File: config.mk
export PLATFORM = sky130hd
export DESIGN_NAME = peer_roster_lru_table_unit
export DESIGN_NICKNAME = d
export VERILOG_FILES = /design/src/rtl/prl_pkg.sv /design/src/rtl/peer_roster_lru_table_unit.sv /design/src/rtl/prl_ram.sv /design/src/rtl/prl_datapath.sv /design/src/rtl/prl_ctrl.sv
export SDC_FILE = /design/constraint.sdc
export NUM_CORES = 1
export LEC_CHECK = 0
export BUFFER_PORTS_ARGS = -buffer_cell sky130_fd_sc_hd__buf_4
export CORE_ASPECT_RATIO = 1.4
export CORE_MARGIN = 3
export CORE_UTILIZATION = 36
export CTS_BUF_LIST = sky130_fd_sc_hd__clkbuf_16
export CTS_CLUSTER_DIAMETER = 150
export DETAILED_ROUTE_END_ITERATION = 8
export PLACE_DENSITY = 0.6
export SYNTH_ARGS = -nofsm -noshare
export SYNTH_HDL_FRONTEND = slang
export SYNTH_HIERARCHICAL = 1
export SYNTH_SLANG_ARGS = --single-unit
File: constraint.sdc
create_clock -name clk_i -period 20.1 [get_ports clk_i]
set_input_delay 0 -clock clk_i [delete_from_list [all_inputs] [get_ports clk_i]]
set_output_delay 0 -clock clk_i [all_outputs]
set_load 0.1 [all_outputs]
File: src/rtl/prl_pkg.sv
// Shared types, constants and key normalization for the peer roster table.
`default_nettype none

package prl_pkg;

  localparam int unsigned KEY_W       = 64;
  localparam int unsigned TIME_W      = 48;
  localparam int unsigned LIM_W       = 4;
  localparam int unsigned SLOT_W      = 3;
  localparam int unsigned COUNT_W     = 4;
  localparam int unsigned IN_FIELD_W  = KEY_W + TIME_W + LIM_W;
  localparam int unsigned IN_TDATA_W  = ((IN_FIELD_W + 7) / 8) * 8;
  localparam int unsigned OUT_FIELD_W = SLOT_W + 2 + KEY_W + TIME_W + COUNT_W;
  localparam int unsigned OUT_TDATA_W = ((OUT_FIELD_W + 7) / 8) * 8;

  typedef enum logic {
    CMD_UPSERT = 1'b0,
    CMD_LIST   = 1'b1
  } cmd_e;

  // Which kind of result the output register loads.
  typedef enum logic [1:0] {
    OUT_UPSERT = 2'd0,
    OUT_LIST   = 2'd1,
    OUT_EMPTY  = 2'd2
  } out_sel_e;

  typedef struct packed {
    logic     accept;     // latch the input beat
    logic     scan_en;    // read issued at rd_addr this cycle
    logic     clr_best;   // restart the per-pass search
    logic     list_mode;  // search for newest instead of oldest
    logic     out_load;   // load the output register
    out_sel_e sel;
    logic     last;       // final beat of a list
  } ctrl_t;

  typedef struct packed {
    logic out_free;       // output register can take a beat this cycle
  } stat_t;

  // Keep only the first nchars characters, stop at the first zero character.
  function automatic logic [KEY_W-1:0] norm_key(input logic [KEY_W-1:0] key,
                                                input int unsigned   nchars);
    logic [KEY_W-1:0] r;
    logic             alive;
    logic [7:0]       c;
    r     = '0;
    alive = 1'b1;
    for (int unsigned i = 0; i < KEY_W / 8; i++) begin
      c     = key[8*i +: 8];
      alive = alive && (c != 8'd0) && (i < nchars);
      if (alive) begin
        r[8*i +: 8] = c;
      end
    end
    return r;
  endfunction

endpackage

`default_nettype wire

File: src/rtl/peer_roster_lru_table_unit.sv
// Top level of the peer roster table: stream ports, controller and datapath.
//
// Usage:
// - Slave stream takes one command beat: tuser is the command (upsert or
//   list), tdata carries peer key, time and list limit.
// - Master stream returns result beats; tlast marks the final beat of a
//   command. An upsert gives one beat, a list gives min(fill, limit) beats
//   newest first (ties in slot order), or one all-zero beat with count 0.
// - Every command scans the stores one slot per cycle through the RAM read
//   port. Upsert: one pass over the filled slots, then the result is
//   registered. List: each result beat needs one scan pass, which covers
//   only slots 0 to count-1.
// - One command at a time; tready returns high in the cycle after the last
//   result is loaded into the output register, so a new command can enter
//   while that beat still waits for the receiver.
// - A receiver stall holds the output beat steady and stalls the scan
//   sequence before it loads the next beat.
// - Reset empties the table (fill count to zero) and drops any pending beat;
//   store contents need no clearing.
`default_nettype none

module peer_roster_lru_table_unit
  import prl_pkg::*;
#(
  parameter int unsigned ENTRIES   = 8,
  parameter int unsigned KEY_CHARS = 8
) (
  input  wire logic                   clk_i,
  input  wire logic                   rst_ni,
  input  wire logic                   s_axis_tvalid,
  output logic                        s_axis_tready,
  // tdata: peer_key[63:0], now_us[111:64], limit[115:112], zero pad
  input  wire logic [IN_TDATA_W-1:0]  s_axis_tdata,
  // tuser: cmd
  input  wire logic                   s_axis_tuser,
  output logic                        m_axis_tvalid,
  input  wire logic                   m_axis_tready,
  // tdata: slot[2:0], was_new[3], evicted[4], entry_key[68:5],
  //        heard_us[116:69], count[120:117], zero pad
  output logic [OUT_TDATA_W-1:0]      m_axis_tdata,
  output logic                        m_axis_tlast
);

  localparam int unsigned IDX_W = $clog2(ENTRIES);
  localparam int unsigned CNT_W = $clog2(ENTRIES + 1);

  ctrl_t              ctrl;
  stat_t              stat;
  logic [IDX_W-1:0]   rd_addr;
  logic [CNT_W-1:0]   fill;
  logic [CNT_W-1:0]   list_cnt;

  logic [SLOT_W-1:0]  out_slot;
  logic               out_was_new;
  logic               out_evicted;
  logic [KEY_W-1:0]   out_key;
  logic [TIME_W-1:0]  out_heard;
  logic [COUNT_W-1:0] out_count;

  prl_ctrl #(.ENTRIES(ENTRIES)) u_ctrl (
    .clk_i      (clk_i),
    .rst_ni     (rst_ni),
    .in_valid_i (s_axis_tvalid),
    .in_cmd_i   (s_axis_tuser),
    .in_ready_o (s_axis_tready),
    .fill_i     (fill),
    .list_cnt_i (list_cnt),
    .stat_i     (stat),
    .ctrl_o     (ctrl),
    .rd_addr_o  (rd_addr)
  );

  prl_datapath #(.ENTRIES(ENTRIES), .KEY_CHARS(KEY_CHARS)) u_dp (
    .clk_i         (clk_i),
    .rst_ni        (rst_ni),
    .ctrl_i        (ctrl),
    .rd_addr_i     (rd_addr),
    .in_key_i      (s_axis_tdata[KEY_W-1:0]),
    .in_now_i      (s_axis_tdata[KEY_W +: TIME_W]),
    .in_limit_i    (s_axis_tdata[KEY_W + TIME_W +: LIM_W]),
    .out_ready_i   (m_axis_tready),
    .stat_o        (stat),
    .fill_o        (fill),
    .list_cnt_o    (list_cnt),
    .out_valid_o   (m_axis_tvalid),
    .out_slot_o    (out_slot),
    .out_was_new_o (out_was_new),
    .out_evicted_o (out_evicted),
    .out_key_o     (out_key),
    .out_heard_o   (out_heard),
    .out_count_o   (out_count),
    .out_last_o    (m_axis_tlast)
  );

  assign m_axis_tdata = {(OUT_TDATA_W - OUT_FIELD_W)'(0), out_count, out_heard, out_key,
                         out_evicted, out_was_new, out_slot};

endmodule

`default_nettype wire

File: src/rtl/prl_ram.sv
// Generic single-write, single-read RAM with registered read data.
`default_nettype none

module prl_ram #(
  parameter int unsigned WIDTH = 8,
  parameter int unsigned DEPTH = 8,
  localparam int unsigned AW   = (DEPTH > 1) ? $clog2(DEPTH) : 1
) (
  input  wire logic             clk_i,
  input  wire logic             we_i,
  input  wire logic [AW-1:0]    waddr_i,
  input  wire logic [WIDTH-1:0] wdata_i,
  input  wire logic [AW-1:0]    raddr_i,
  output logic      [WIDTH-1:0] rdata_o
);

  logic [WIDTH-1:0] mem [DEPTH];
  logic [WIDTH-1:0] rdata_q;

  always_ff @(posedge clk_i) begin
    if (we_i) begin
      mem[waddr_i] <= wdata_i;
    end
    rdata_q <= mem[raddr_i];
  end

  assign rdata_o = rdata_q;

endmodule

`default_nettype wire

File: src/rtl/prl_datapath.sv
// Datapath: key/time stores, scan compare, fill count and output register.
`default_nettype none

module prl_datapath
  import prl_pkg::*;
#(
  parameter int unsigned ENTRIES   = 8,
  parameter int unsigned KEY_CHARS = 8,
  localparam int unsigned IDX_W    = $clog2(ENTRIES),
  localparam int unsigned CNT_W    = $clog2(ENTRIES + 1)
) (
  input  wire logic              clk_i,
  input  wire logic              rst_ni,
  input  wire ctrl_t             ctrl_i,
  input  wire logic [IDX_W-1:0]  rd_addr_i,
  input  wire logic [KEY_W-1:0]  in_key_i,
  input  wire logic [TIME_W-1:0] in_now_i,
  input  wire logic [LIM_W-1:0]  in_limit_i,
  input  wire logic              out_ready_i,
  output stat_t                  stat_o,
  output logic [CNT_W-1:0]       fill_o,
  output logic [CNT_W-1:0]       list_cnt_o,
  output logic                   out_valid_o,
  output logic [SLOT_W-1:0]      out_slot_o,
  output logic                   out_was_new_o,
  output logic                   out_evicted_o,
  output logic [KEY_W-1:0]       out_key_o,
  output logic [TIME_W-1:0]      out_heard_o,
  output logic [COUNT_W-1:0]     out_count_o,
  output logic                   out_last_o
);

  localparam int unsigned MW = (CNT_W > LIM_W) ? CNT_W : LIM_W;

  logic [KEY_W-1:0]   key_q;
  logic [TIME_W-1:0]  now_q;
  logic [CNT_W-1:0]   list_cnt_q, list_cnt_d;
  logic [CNT_W-1:0]   fill_q;
  logic [ENTRIES-1:0] done_q;

  logic               vld_q;
  logic [IDX_W-1:0]   idx_q;
  logic [KEY_W-1:0]   rkey;
  logic [TIME_W-1:0]  rtime;

  logic               best_vld_q;
  logic [IDX_W-1:0]   best_slot_q;
  logic [KEY_W-1:0]   best_key_q;
  logic [TIME_W-1:0]  best_time_q;
  logic               found_q;
  logic [IDX_W-1:0]   hit_slot_q;

  logic               full;
  logic               wr_en;
  logic [IDX_W-1:0]   wslot;
  logic               take;
  logic               hit;

  logic               out_valid_q;
  logic [SLOT_W-1:0]  slot_q;
  logic               was_new_q;
  logic               evicted_q;
  logic [KEY_W-1:0]   okey_q;
  logic [TIME_W-1:0]  heard_q;
  logic [COUNT_W-1:0] count_q;
  logic               last_q;

  prl_ram #(.WIDTH(KEY_W), .DEPTH(ENTRIES)) u_key_ram (
    .clk_i   (clk_i),
    .we_i    (wr_en),
    .waddr_i (wslot),
    .wdata_i (key_q),
    .raddr_i (rd_addr_i),
    .rdata_o (rkey)
  );

  prl_ram #(.WIDTH(TIME_W), .DEPTH(ENTRIES)) u_time_ram (
    .clk_i   (clk_i),
    .we_i    (wr_en),
    .waddr_i (wslot),
    .wdata_i (now_q),
    .raddr_i (rd_addr_i),
    .rdata_o (rtime)
  );

  assign full  = (fill_q == CNT_W'(ENTRIES));
  assign wr_en = ctrl_i.out_load && (ctrl_i.sel == OUT_UPSERT);
  // Hit slot, else next free slot, else the oldest entry.
  assign wslot = found_q ? hit_slot_q : (full ? best_slot_q : fill_q[IDX_W-1:0]);

  // List count = min(fill, limit)
  assign list_cnt_d = (MW'(in_limit_i) < MW'(fill_q)) ? CNT_W'(in_limit_i) : fill_q;

  // Ascending scan with strict compares keeps the lowest slot on ties.
  assign take = vld_q && !done_q[idx_q] &&
                (!best_vld_q || (ctrl_i.list_mode ? (rtime > best_time_q)
                                                  : (rtime < best_time_q)));
  assign hit  = vld_q && !ctrl_i.list_mode && !found_q && (rkey == key_q);

  always_ff @(posedge clk_i) begin
    idx_q <= rd_addr_i;
    if (ctrl_i.accept) begin
      key_q      <= norm_key(in_key_i, KEY_CHARS);
      now_q      <= in_now_i;
      list_cnt_q <= list_cnt_d;
    end
    if (take) begin
      best_slot_q <= idx_q;
      best_key_q  <= rkey;
      best_time_q <= rtime;
    end
    if (hit) begin
      hit_slot_q <= idx_q;
    end
  end

  always_ff @(posedge clk_i or negedge rst_ni) begin
    if (!rst_ni) begin
      vld_q      <= 1'b0;
      best_vld_q <= 1'b0;
      found_q    <= 1'b0;
      fill_q     <= '0;
      done_q     <= '0;
    end else begin
      vld_q <= ctrl_i.scan_en;
      if (ctrl_i.clr_best) begin
        best_vld_q <= 1'b0;
      end else if (take) begin
        best_vld_q <= 1'b1;
      end
      if (ctrl_i.accept) begin
        found_q <= 1'b0;
        done_q  <= '0;
      end else if (hit) begin
        found_q <= 1'b1;
      end
      if (wr_en && !found_q && !full) begin
        fill_q <= fill_q + CNT_W'(1);
      end
      if (ctrl_i.out_load && (ctrl_i.sel == OUT_LIST)) begin
        done_q[best_slot_q] <= 1'b1;
      end
    end
  end

  // Output register
  assign stat_o.out_free = !out_valid_q || out_ready_i;

  always_ff @(posedge clk_i or negedge rst_ni) begin
    if (!rst_ni) begin
      out_valid_q <= 1'b0;
    end else if (ctrl_i.out_load) begin
      out_valid_q <= 1'b1;
    end else if (out_ready_i) begin
      out_valid_q <= 1'b0;
    end
  end

  always_ff @(posedge clk_i) begin
    if (ctrl_i.out_load) begin
      unique case (ctrl_i.sel)
        OUT_UPSERT: begin
          slot_q    <= SLOT_W'(wslot);
          was_new_q <= !found_q;
          evicted_q <= !found_q && full;
          okey_q    <= key_q;
          heard_q   <= now_q;
          count_q   <= '0;
          last_q    <= 1'b1;
        end
        OUT_LIST: begin
          slot_q    <= SLOT_W'(best_slot_q);
          was_new_q <= 1'b0;
          evicted_q <= 1'b0;
          okey_q    <= best_key_q;
          heard_q   <= best_time_q;
          count_q   <= COUNT_W'(list_cnt_q);
          last_q    <= ctrl_i.last;
        end
        default: begin
          slot_q    <= '0;
          was_new_q <= 1'b0;
          evicted_q <= 1'b0;
          okey_q    <= '0;
          heard_q   <= '0;
          count_q   <= '0;
          last_q    <= 1'b1;
        end
      endcase
    end
  end

  assign fill_o        = fill_q;
  assign list_cnt_o    = list_cnt_q;
  assign out_valid_o   = out_valid_q;
  assign out_slot_o    = slot_q;
  assign out_was_new_o = was_new_q;
  assign out_evicted_o = evicted_q;
  assign out_key_o     = okey_q;
  assign out_heard_o   = heard_q;
  assign out_count_o   = count_q;
  assign out_last_o    = last_q;

endmodule

`default_nettype wire

File: src/rtl/prl_ctrl.sv
// Controller FSM: sequences store scans, updates and list emission.
`default_nettype none

module prl_ctrl
  import prl_pkg::*;
#(
  parameter int unsigned ENTRIES = 8,
  localparam int unsigned IDX_W  = $clog2(ENTRIES),
  localparam int unsigned CNT_W  = $clog2(ENTRIES + 1)
) (
  input  wire logic             clk_i,
  input  wire logic             rst_ni,
  input  wire logic             in_valid_i,
  input  wire logic             in_cmd_i,
  output logic                  in_ready_o,
  input  wire logic [CNT_W-1:0] fill_i,
  input  wire logic [CNT_W-1:0] list_cnt_i,
  input  wire stat_t            stat_i,
  output ctrl_t                 ctrl_o,
  output logic [IDX_W-1:0]      rd_addr_o
);

  typedef enum logic [3:0] {
    ST_IDLE = 4'b0001,
    ST_SCAN = 4'b0010,
    ST_UPD  = 4'b0100,
    ST_EMIT = 4'b1000
  } state_e;

  state_e           state_q, state_d;
  cmd_e             cmd_q, cmd_d;
  logic [CNT_W-1:0] scan_q, scan_d;
  logic [CNT_W-1:0] emit_q, emit_d;
  logic [CNT_W-1:0] bound;
  logic             last_beat;

  assign bound     = (cmd_q == CMD_LIST) ? list_cnt_i : fill_i;
  assign last_beat = ((emit_q + CNT_W'(1)) == list_cnt_i);
  assign rd_addr_o = scan_q[IDX_W-1:0];

  always_comb begin
    state_d          = state_q;
    cmd_d            = cmd_q;
    scan_d           = scan_q;
    emit_d           = emit_q;
    in_ready_o       = 1'b0;
    ctrl_o           = '0;
    ctrl_o.sel       = OUT_UPSERT;
    ctrl_o.list_mode = (cmd_q == CMD_LIST);
    unique case (state_q)
      ST_IDLE: begin
        in_ready_o = 1'b1;
        if (in_valid_i) begin
          ctrl_o.accept   = 1'b1;
          ctrl_o.clr_best = 1'b1;
          cmd_d           = cmd_e'(in_cmd_i);
          scan_d          = '0;
          emit_d          = '0;
          state_d         = ST_SCAN;
        end
      end
      ST_SCAN: begin
        if (scan_q != bound) begin
          ctrl_o.scan_en = 1'b1;
          scan_d         = scan_q + CNT_W'(1);
        end else begin
          state_d = (cmd_q == CMD_LIST) ? ST_EMIT : ST_UPD;
        end
      end
      ST_UPD: begin
        if (stat_i.out_free) begin
          ctrl_o.out_load = 1'b1;
          ctrl_o.sel      = OUT_UPSERT;
          state_d         = ST_IDLE;
        end
      end
      ST_EMIT: begin
        if (stat_i.out_free) begin
          ctrl_o.out_load = 1'b1;
          if (list_cnt_i == '0) begin
            ctrl_o.sel = OUT_EMPTY;
            state_d    = ST_IDLE;
          end else begin
            ctrl_o.sel  = OUT_LIST;
            ctrl_o.last = last_beat;
            emit_d      = emit_q + CNT_W'(1);
            if (last_beat) begin
              state_d = ST_IDLE;
            end else begin
              ctrl_o.clr_best = 1'b1;
              scan_d          = '0;
              state_d         = ST_SCAN;
            end
          end
        end
      end
      default: begin
        state_d = ST_IDLE;
      end
    endcase
  end

  always_ff @(posedge clk_i or negedge rst_ni) begin
    if (!rst_ni) begin
      state_q <= ST_IDLE;
      cmd_q   <= CMD_UPSERT;
      scan_q  <= '0;
      emit_q  <= '0;
    end else begin
      state_q <= state_d;
      cmd_q   <= cmd_d;
      scan_q  <= scan_d;
      emit_q  <= emit_d;
    end
  end

endmodule

`default_nettype wire

# Word-level counts from Yosys, hierarchy flattened
# Memory sizes are Yosys's and may differ from the RTL's. A register that Yosys moved wholly into a read port is not among the register bits.
# Index checks and enable logic that the tools add are counted.
[word_totals]
ff_bits = 388
ramBits = 896
wordCells = 159
output_inout_bits = 131
memories = 2
[op_classes]
add_sub_neg = 3
muxes = 54
n_reduce_logical = 45
n_bitwise = 1
n_eq_ne = 16
order_cmp = 6
[mem_list]
columns = ["name", "words", "word_bits", "rd", "rd_ports_with_merged_regs", "write_ports", "line", "source"]
rows = [
  ["u_dp.u_key_ram.mem", 8, 64, 1, 1, 1, "prl_ram.sv:17", "logic [WIDTH-1:0] mem [DEPTH];"],
  ["u_dp.u_time_ram.mem", 8, 48, 1, 1, 1, "prl_ram.sv:17", ""],
]
[op_table]
columns = ["operator", "count"]
rows = [
  ["64-bit case mux with 2 select lines", 1],
  ["48-bit case mux with 2 select lines", 1],
  ["64-bit == test", 1],
  ["8-bit nonzero test", 8],
  ["4-bit two-way mux", 15],
  ["48-bit > comparator", 1],
  ["48-bit < comparator", 1],
  ["1-bit two-way mux", 21],
  ["1-bit logical AND", 18],
  ["8-bit two-way mux", 2],
  ["4-bit case mux with 4 select lines", 1],
  ["4-bit by 1-bit adder with 4-bit output (second input constant)", 3],
  ["2-bit inequality test (second input constant)", 6],
  ["3-bit case mux with 2 select lines", 2],
  ["4-bit case mux with 3 select lines", 1],
  ["3-bit two-way mux", 3],
  ["4-bit == test (second input constant)", 2],
  ["3-bit by 4-bit < comparator with 1-bit output (second input constant)", 2],
  ["8-bit bitwise OR", 1],
  ["4-bit case mux with 2 select lines", 1],
  ["4-bit AND reduction", 2],
  ["2-bit nonzero test", 4],
  ["1-bit logical NOT", 6],
  ["2-bit two-way mux", 3],
  ["other kinds (18)", 19],
]

# Longest topological paths before layout
# Gate-level depths: netlist of run 1.
[logic_depth]
depth_word = 9
depth_mapped = 10
depth_no_buf = 8

# Modules after synthesis
# The synthesis of run 1 kept the hierarchy.
[by_module_without_submodules]
columns = ["module", "seq_area_each_um2", "area_each_um2", "n_inst", "cells_each"]
rows = [
  ["prl_ram (u_dp.u_key_ram)", 16656.0, 20547.2, 1, 816],
  ["prl_datapath", 11150.7, 15945.3, 1, 1069],
  ["prl_ram (u_dp.u_time_ram)", 12492.0, 15620.0, 1, 616],
  ["prl_ctrl", 326.6, 963.4, 1, 99],
  ["peer_roster_lru_table_unit", 0.0, 71.3, 1, 10],
]

# Worst setup path before layout of run 1
# No wires, ideal clock.
[synth_path]
path_kind = "register to register"
from = "register u_dp.out_valid_q, in the netlist u_dp/out_valid_o"
to = "memory u_dp/u_key_ram/mem[4][0] in the netlist's numbering, enable pin"
path_slack_ns = 0.231
synth_period_minus_slack_ns = 19.869
path_stages_with_launch = 6
t_arrival_ns = 19.305
n_path_buf = 0
cell_sequence = "dfrtp_1 > nand2b_1 > nor4b_1 > nor3b_1 > nand2_1 > nor3_1"
[synth_lines]
columns = ["element", "line", "source"]
rows = [
  ["start, declared", "prl_datapath.sv:59", "logic out_valid_q;"],
  ["start signal, assigned", "prl_datapath.sv:151", "out_valid_q <= 1'b0;"],
  ["start signal, assigned", "prl_datapath.sv:153", "out_valid_q <= 1'b1;"],
  ["start signal, assigned", "prl_datapath.sv:155", "out_valid_q <= 1'b0;"],
  ["end, declared", "prl_ram.sv:17", ""],
]

==> results of run 1 <==
==> power by group through the flow <==
stage / combinational [mW] / sequential [mW] / clock [mW]
5_1_grt: 1.83 / 4.00 / 2.69
2_1_floorplan: 1.20 / 4.00 / 0
3_3_place_gp: 1.69 / 4.00 / 0
6_report: 1.69 / 3.95 / 2.51
3_5_place_dp: 1.70 / 4.01 / 0
4_1_cts: 1.74 / 3.95 / 2.58
==> stage by stage <==
stage	cells	total power, mW	hold slack, ns
finish	5173	8.14	0.0724
CTS	5169	8.27	0.00634
global route	5169	8.52	0.0449
detailed placement	4712	5.71	-0.0253
floorplan	2616	5.20	-0.296
global placement	4712	5.69	-0.0275
==> repair_timing <==
action	4_1_cts	5_1_grt
endpoints found under the setup margin	0	0
hold buffers	197	0
hold endpoints to repair	156	0
==> final cells by class <==
cell class / instances / area (µm²) / area share (%)
Tap cell: 1932 / 2420 / 3.80
Inverter: 67 / 264 / 0.415
Clock inverter: 117 / 847 / 1.33
Clock buffer: 143 / 3580 / 5.63
Multi-Input combinational cell: 1033 / 11700 / 18.4
Sequential cell: 1396 / 40600 / 63.9
Timing Repair Buffer: 481 / 4130 / 6.49
Antenna cell: 4 / 10.0 / 0.0157
==> worst max-delay path, stage by stage, from the launching register on <==
cell      delay [ns]
edfxtp_1        0.50
o41a_1          0.49
nand2_1         0.29
inv_8           0.28
nor3b_1         0.76
nand2_1         0.41
nor2_4          0.96
buf_4           0.78
==> synthesized netlist by cell type (3+ instances only) <==
cell | number | area (µm²)
and3_1 | 13 | 81.3
buf_2 | 20 | 100
mux4_2 | 222 | 5000
nor2_1 | 131 | 492
nor4_1 | 25 | 156
nor4b_1 | 3 | 26.3
ha_1 | 55 | 688
o211ai_1 | 3 | 22.5
clkbuf_1 | 52 | 195
and4_1 | 6 | 52.6
nand2b_1 | 13 | 81.3
a21oi_1 | 22 | 110
a221oi_1 | 4 | 35.0
nand3_1 | 11 | 55.1
nor3_1 | 11 | 55.1
mux2_1 | 3 | 33.8
nand4_1 | 23 | 144
o22ai_1 | 8 | 50.1
buf_1 | 10 | 37.5
o21ai_0 | 8 | 40.0
nor2b_1 | 5 | 31.3
nand2_1 | 40 | 150
mux2_2 | 73 | 822
and2_1 | 43 | 269
mux2_4 | 40 | 601
buf_6 | 17 | 191
dfrtp_1 | 28 | 701
buf_4 | 16 | 120
inv_1 | 64 | 240
and2_4 | 11 | 96.3
o21ai_1 | 12 | 60.1
a21o_1 | 4 | 30.0
inv_2 | 3 | 11.3
xor2_1 | 34 | 298
xnor2_1 | 43 | 377
buf_12 | 5 | 100
mux4_1 | 4 | 105
edfxtp_1 | 1252 | 37600
dfxtp_1 | 115 | 2300
mux2i_1 | 121 | 1210
==> sequential cells by signal, indices dropped and copies added, names as in the netlist, 4 cells and up <==
signal and cells:
u_dp/done_q 8, u_ctrl/scan_q 4, u_dp/out_count_o 4, u_dp/u_time_ram/rdata_o 48, u_dp/u_key_ram/rdata_o 64, u_dp/u_key_ram/mem 512, u_ctrl/state_q 4, u_ctrl/emit_q 4
u_dp/out_heard_o 48, u_dp/list_cnt_o 4, u_dp/fill_o 4, u_dp/now_q 48, u_dp/best_key_q 64, u_dp/u_time_ram/mem 384, u_dp/key_q 64, u_dp/out_key_o 64
u_dp/best_time_q 48
==> cell families (layout without fill, tap and decap cells) <==
logic type	after synthesis	in the layout	synth area share [%]
xor+xnor	78	78	1.31
flops	1396	1396	76.4
simple gates	351	351	3.48
fa+ha+maj	55	55	1.29
mux	463	463	14.6
compound gates	79	79	0.972
buf+inv	187	808	1.87
other cells	1	11	0.00706
==> metal layers <==
layer | vias to the layer above | routed length, µm | track usage, %
met5 | - | 48 | 0
li1 | 11400 | - | -
met2 | 738 | 62000 | 27.5
met3 | 145 | 7050 | 3.20
met4 | 8 | 2150 | 4.15
met1 | 13500 | 52900 | 21.7
==> final timing paths <==
kind | cells past startpoint | end | start
min in group asynchronous | 3 | u_ctrl/state_q[0] | rst_ni
worst max register to register | 7 | u_dp/u_key_ram/mem[7][37] | u_dp/list_cnt_o[1]
worst min register to register | 0 | u_dp/best_time_q[46] | u_dp/u_time_ram/rdata_o[46]
max in group asynchronous | 4 | u_ctrl/scan_q[0] | rst_ni
worst min-delay path | 3 | u_dp/key_q[56] | s_axis_tdata[56]
worst max-delay path | 7 | u_dp/u_key_ram/mem[7][37] | u_dp/list_cnt_o[1]
==> flow_metrics.py, run 1 <==
metrics = {
    "layout": {
        "most-common-layout-cells": "edfxtp_1 (1252), buf_4 (283), mux4_2 (222)",
        "postLayoutCoreUtil_pct": 43.4,
        "final_common_cell": "edfxtp_1",
        "nFillCells": 12600,
        "nets": 3300,
        "drive_gt1_share_pct": 26.5,
        "finalInstanceArea_mm2": 0.0636,
        "area_growth_pct": 19.6,
    },
    "setup_path": {
        "cp_max_fo": 51,
        "crit_required_ns": 20.48,
        "crit_arrival_ns": 5.29,
        "cp-end-kind": "flop",
        "rrSetupSlack_ns": 15.19,
        "cp-start-kind": "flop",
        "crit_type": "reg -> reg",
    },
    "sta": {
        "slew-limit-headroom_pct": 25.5,
        "period_share_pct": 24.4,
        "rsz0062_at_grt": "no",
        "tns_ns": 0,
        "clock_skew_ns": 0.0364,
        "setup_ws_ns": 15.19,
        "tightest_slew_ns": 1.12,
        "setup_viol": 0,
        "period_needed_ns": 4.91,
        "hold_viol": 0,
        "maxSlewViolCount": 0,
        "fmaxAchievable_ghz": 0.204,
    },
    "yosys": {
        "yosysWarnings": 6,
        "syn_avg_cell_area_um2": 20.4,
        "syn-cell-area_mm2": 0.0531,
        "synthCells": 2610,
        "synth_ff_type": "edfxtp_1",
        "ys_types": 70,
        "ys_async_sr_fraction_pct": 2.08,
        "synth-seq-cells": 1396,
        "synth-edff-count": 1252,
        "synth_seq_area_share_pct": 76.4,
    },
    "power": {
        "p_leak_nw": 21.2,
        "power_frac_comb_pct": 20.7,
        "seq_power_share_pct": 48.5,
        "pwr-share-clk_pct": 30.8,
        "power_density_mw_per_mm2": 128,
        "swShare_pct": 28.5,
        "switchingPower_mw": 2.32,
        "ir_drop_mv": 0.0885,
        "power.internal_mw": 5.82,
    },
    "floorplanning": {
        "die-area_mm2": 0.152,
        "die_h_um": 461,
        "fp.dieW_um": 331,
        "start_util_pct": 36.3,
        "core_mm2": 0.146,
        "ios": 256,
        "rows": 166,
    },
    "drt": {
        "vias": 25800,
        "first_pass_iters": 5,
        "antenna_left": 0,
        "drt_iter0_drc": 2005,
        "drc": 0,
        "wl_um": 124000,
        "viasPerCell": 4.99,
        "wire_per_inst_um": 24.0,
    },
    "clock_tree": {
        "cts_buffers": 141,
        "cts_sinks": 1396,
        "ctsResizeCount": 0,
        "htreeDepth": 4,
        "cts_root_buffer": "clkbuf_16",
        "clk_latency_ns": 0.77,
        "clockBufferDepth": 3,
        "tritoncts": "built",
        "cts.clk_slew.worst_paths_ns": 0.06,
        "postCtsSetupBuffers": 0,
    },
    "outcome": {
        "outcome": "finished, final reports clean",
    },
    "global_routing": {
        "overflow": 0,
        "grt_max_degree": 133,
        "grt_pass1_wl_um": 182000,
        "grt_pass1_vias": 27100,
        "antenna_found_initial": 11,
        "grt_use_total_pct": 16.3,
    },
    "placement": {
        "place_ws_ns": 15.25,
        "hpwl_um": 69500,
        "post_dp_cell_area_mm2": 0.0571,
        "portBuffers": 244,
        "gp_congestion": 0.721,
    },
    "run": {
        "maxCapViolCount": 0,
    },
    "worst_hold_path": {
        "hold_path_class": "in -> reg",
    },
}
Power figures use the tool's default switching activity.
==> inputs of run 2 (changes only) <==
- PLACE_DENSITY: 0.6 -> 0.59
- clock period: 20.1 -> 4.7 ns (I/O delays scaled with it)
==> run 2 against run 1 <==
  * Sequential share of layout area down 0.87 points
  * Clock power increased to 4.5 times the previous value
  * Sequential power increased to 4.3 times the previous value
  * Clock-buffer cell count decreased by 1
  * Via count increased by 1.1%
  * Critical path depth unchanged
  * Combinational power rose to 4.4 times the previous value
  * Clock skew increased by 0.012 ns
  * Power grew to 4.4 times the previous value
  * Largest cell class unchanged
  * Highest routed layer is now met4
==> flow_metrics.py, run 2 (synthesis gave the netlist of run 1 again) <==
metrics = {
    "sta": {
        "tightest_slew_ns": 1.16,
        "slew-limit-headroom_pct": 22.0,
        "fmaxAchievable_ghz": 0.277,
        "hold_viol": 0,
        "period_share_pct": 76.8,
        "period_needed_ns": 3.61,
        "maxSlewViolCount": 0,
        "rsz0062_at_grt": "no",
        "clock_skew_ns": 0.0480,
        "setup_viol": 0,
    },
    "power": {
        "total_power_mw": 35.6,
        "p_leak_nw": 21.5,
        "power_density_mw_per_mm2": 553,
        "ir_drop_mv": 0.361,
    },
    "drt": {
        "vias": 26100,
        "wl_um": 124000,
        "viasPerCell": 5.01,
        "drc": 0,
        "first_pass_iters": 5,
        "drt_iter0_drc": 1890,
        "wire_per_inst_um": 23.9,
        "antenna_left": 0,
    },
    "setup_path": {
        "rrSetupSlack_ns": 1.09,
        "path_buf_inv": 2,
        "cp_max_fo": 18,
        "cp-start-kind": "flop",
        "cp-end-kind": "flop",
        "crit_required_ns": 5.13,
        "slowest_delay_ns": 0.77,
        "crit_family": "simple AND/OR/NAND/NOR gates",
        "crit_type": "reg -> reg",
        "slowest_stage": "nor3_4",
        "crit_arrival_ns": 4.04,
        "path_cells": "o41a_1 -> nand2_1 -> inv_8 -> nor3b_2 -> nand2b_1 -> nor3_4 -> buf_12",
    },
    "layout": {
        "most-common-layout-cells": "edfxtp_1 (1252), buf_4 (274), mux4_2 (222)",
        "multi_input_area_mm2": 0.0117,
        "nFillCells": 12600,
        "drive_gt1_share_pct": 27.4,
        "final_common_cell": "edfxtp_1",
        "nets": 3326,
        "largest-register": "u_dp/u_key_ram/mem",
        "top_regs": "u_dp/u_key_ram/mem x512, u_dp/u_time_ram/mem x384",
        "area_growth_pct": 21.3,
        "ff_latch_area_mm2": 0.0406,
        "postLayoutCoreUtil_pct": 44.0,
        "largest_reg_flops": 512,
    },
    "global_routing": {
        "antenna_found_initial": 4,
        "grt_max_degree": 127,
        "grt_pass1_vias": 27400,
        "grt_pass1_wl_um": 181000,
        "grt_use_total_pct": 16.3,
        "overflow": 0,
    },
    "floorplanning": {
        "rows": 166,
        "die-area_mm2": 0.152,
        "core_mm2": 0.146,
        "start_util_pct": 36.3,
        "ios": 256,
        "die_h_um": 461,
        "fp.dieW_um": 331,
    },
    "placement": {
        "portBuffers": 244,
        "hpwl_um": 71600,
        "gp_congestion": 0.749,
    },
    "clock_tree": {
        "clockBufferDepth": 3,
        "cts_sinks": 1396,
        "clk_latency_ns": 0.77,
        "cts_root_buffer": "clkbuf_16",
        "ctsResizeCount": 0,
        "cts_buffers": 141,
        "tritoncts": "built",
        "postCtsSetupBuffers": 0,
        "cts.clk_slew.worst_paths_ns": 0.06,
        "holdBufCountCts": 206,
        "htreeDepth": 4,
    },
    "run": {
        "maxCapViolCount": 0,
    },
    "outcome": {
        "outcome": "finished, final reports clean",
    },
    "worst_hold_path": {
        "hold_path_class": "in -> reg",
    },
}
==> run 2: cell count changes in the layout (fill, tap and decap cells not counted), moves of 8 or more <==
cell | previous run | this run
buf_12 | 2 | 28
buf_4 | 283 | 274
bufinv_16 | 8 | 16
clkinv_1 | 30 | 22
dlygate4sd3_1 | 196 | 205
==> run 2: final cells by class <==
class                      count  area share [%]
sequential                  1396            63.1
inverter                      67           0.408
antenna                        4          0.0155
tap                         1932            3.75
clock buffer                 142            5.51
timing repair buffer         507            7.24
clock inverter               121            1.79
multi-input combinational   1033            18.2
==> run 2: worst register-to-register path, stage by stage (launching register included) <==
cell and delay, ns:
edfxtp_1 0.47, o41a_1 0.50, nand2_1 0.30, inv_8 0.15, nor3b_2 0.46, nand2b_1 0.34, nor3_4 0.77, buf_12 0.27
==> run 2: per-stage QoR <==
step / TNS, ns / hold WS [ns] / std cells / area (µm²) / worst slack, ns
3_3_place_gp: 0 / -0.0312 / 4729 / 57700 / 1.16
5_1_grt: 0 / 0.0516 / 5198 / 64400 / 0.885
2_1_floorplan: -2242.81 / -0.296 / 2616 / 53400 / -2.99
3_5_place_dp: 0 / -0.0301 / 4729 / 57700 / 1.13
4_1_cts: 0 / 0.00157 / 5198 / 64400 / 1.10
6_report: 0 / 0.0677 / 5202 / 64500 / 1.09
==> run 2: metal layers <==
metal | share of wire [%] | GRT usage [%] | vias to the layer above
met4 | 2.9 | 5.69 | 0
met1 | 42 | 21.3 | 13700
met5 | 0 | 0 | -
met2 | 50 | 27.5 | 760
li1 | - | - | 11400
met3 | 5.0 | 2.77 | 193
==> run 2: final timing paths <==
path                                                   end  cells past startpoint                         from
worst max-delay path            u_dp/u_time_ram/mem[0][40]                      7           u_dp/list_cnt_o[1]
worst min-delay path                         u_dp/key_q[9]                      3              s_axis_tdata[9]
worst max register to register  u_dp/u_time_ram/mem[0][40]                      7           u_dp/list_cnt_o[1]
worst min register to register        u_dp/best_time_q[47]                      0  u_dp/u_time_ram/rdata_o[47]
max in group asynchronous                 u_ctrl/scan_q[0]                      4                       rst_ni
min in group asynchronous                 u_dp/out_valid_o                      4                       rst_ni
==> run 2: report_power, final <==
group	internal (mW)	leakage (nW)	switching (mW)
clock	6.46	2.43	4.80
combinational	3.45	6.44	4.00
sequential	15.6	12.7	1.32
total	25.5	21.5	10.1
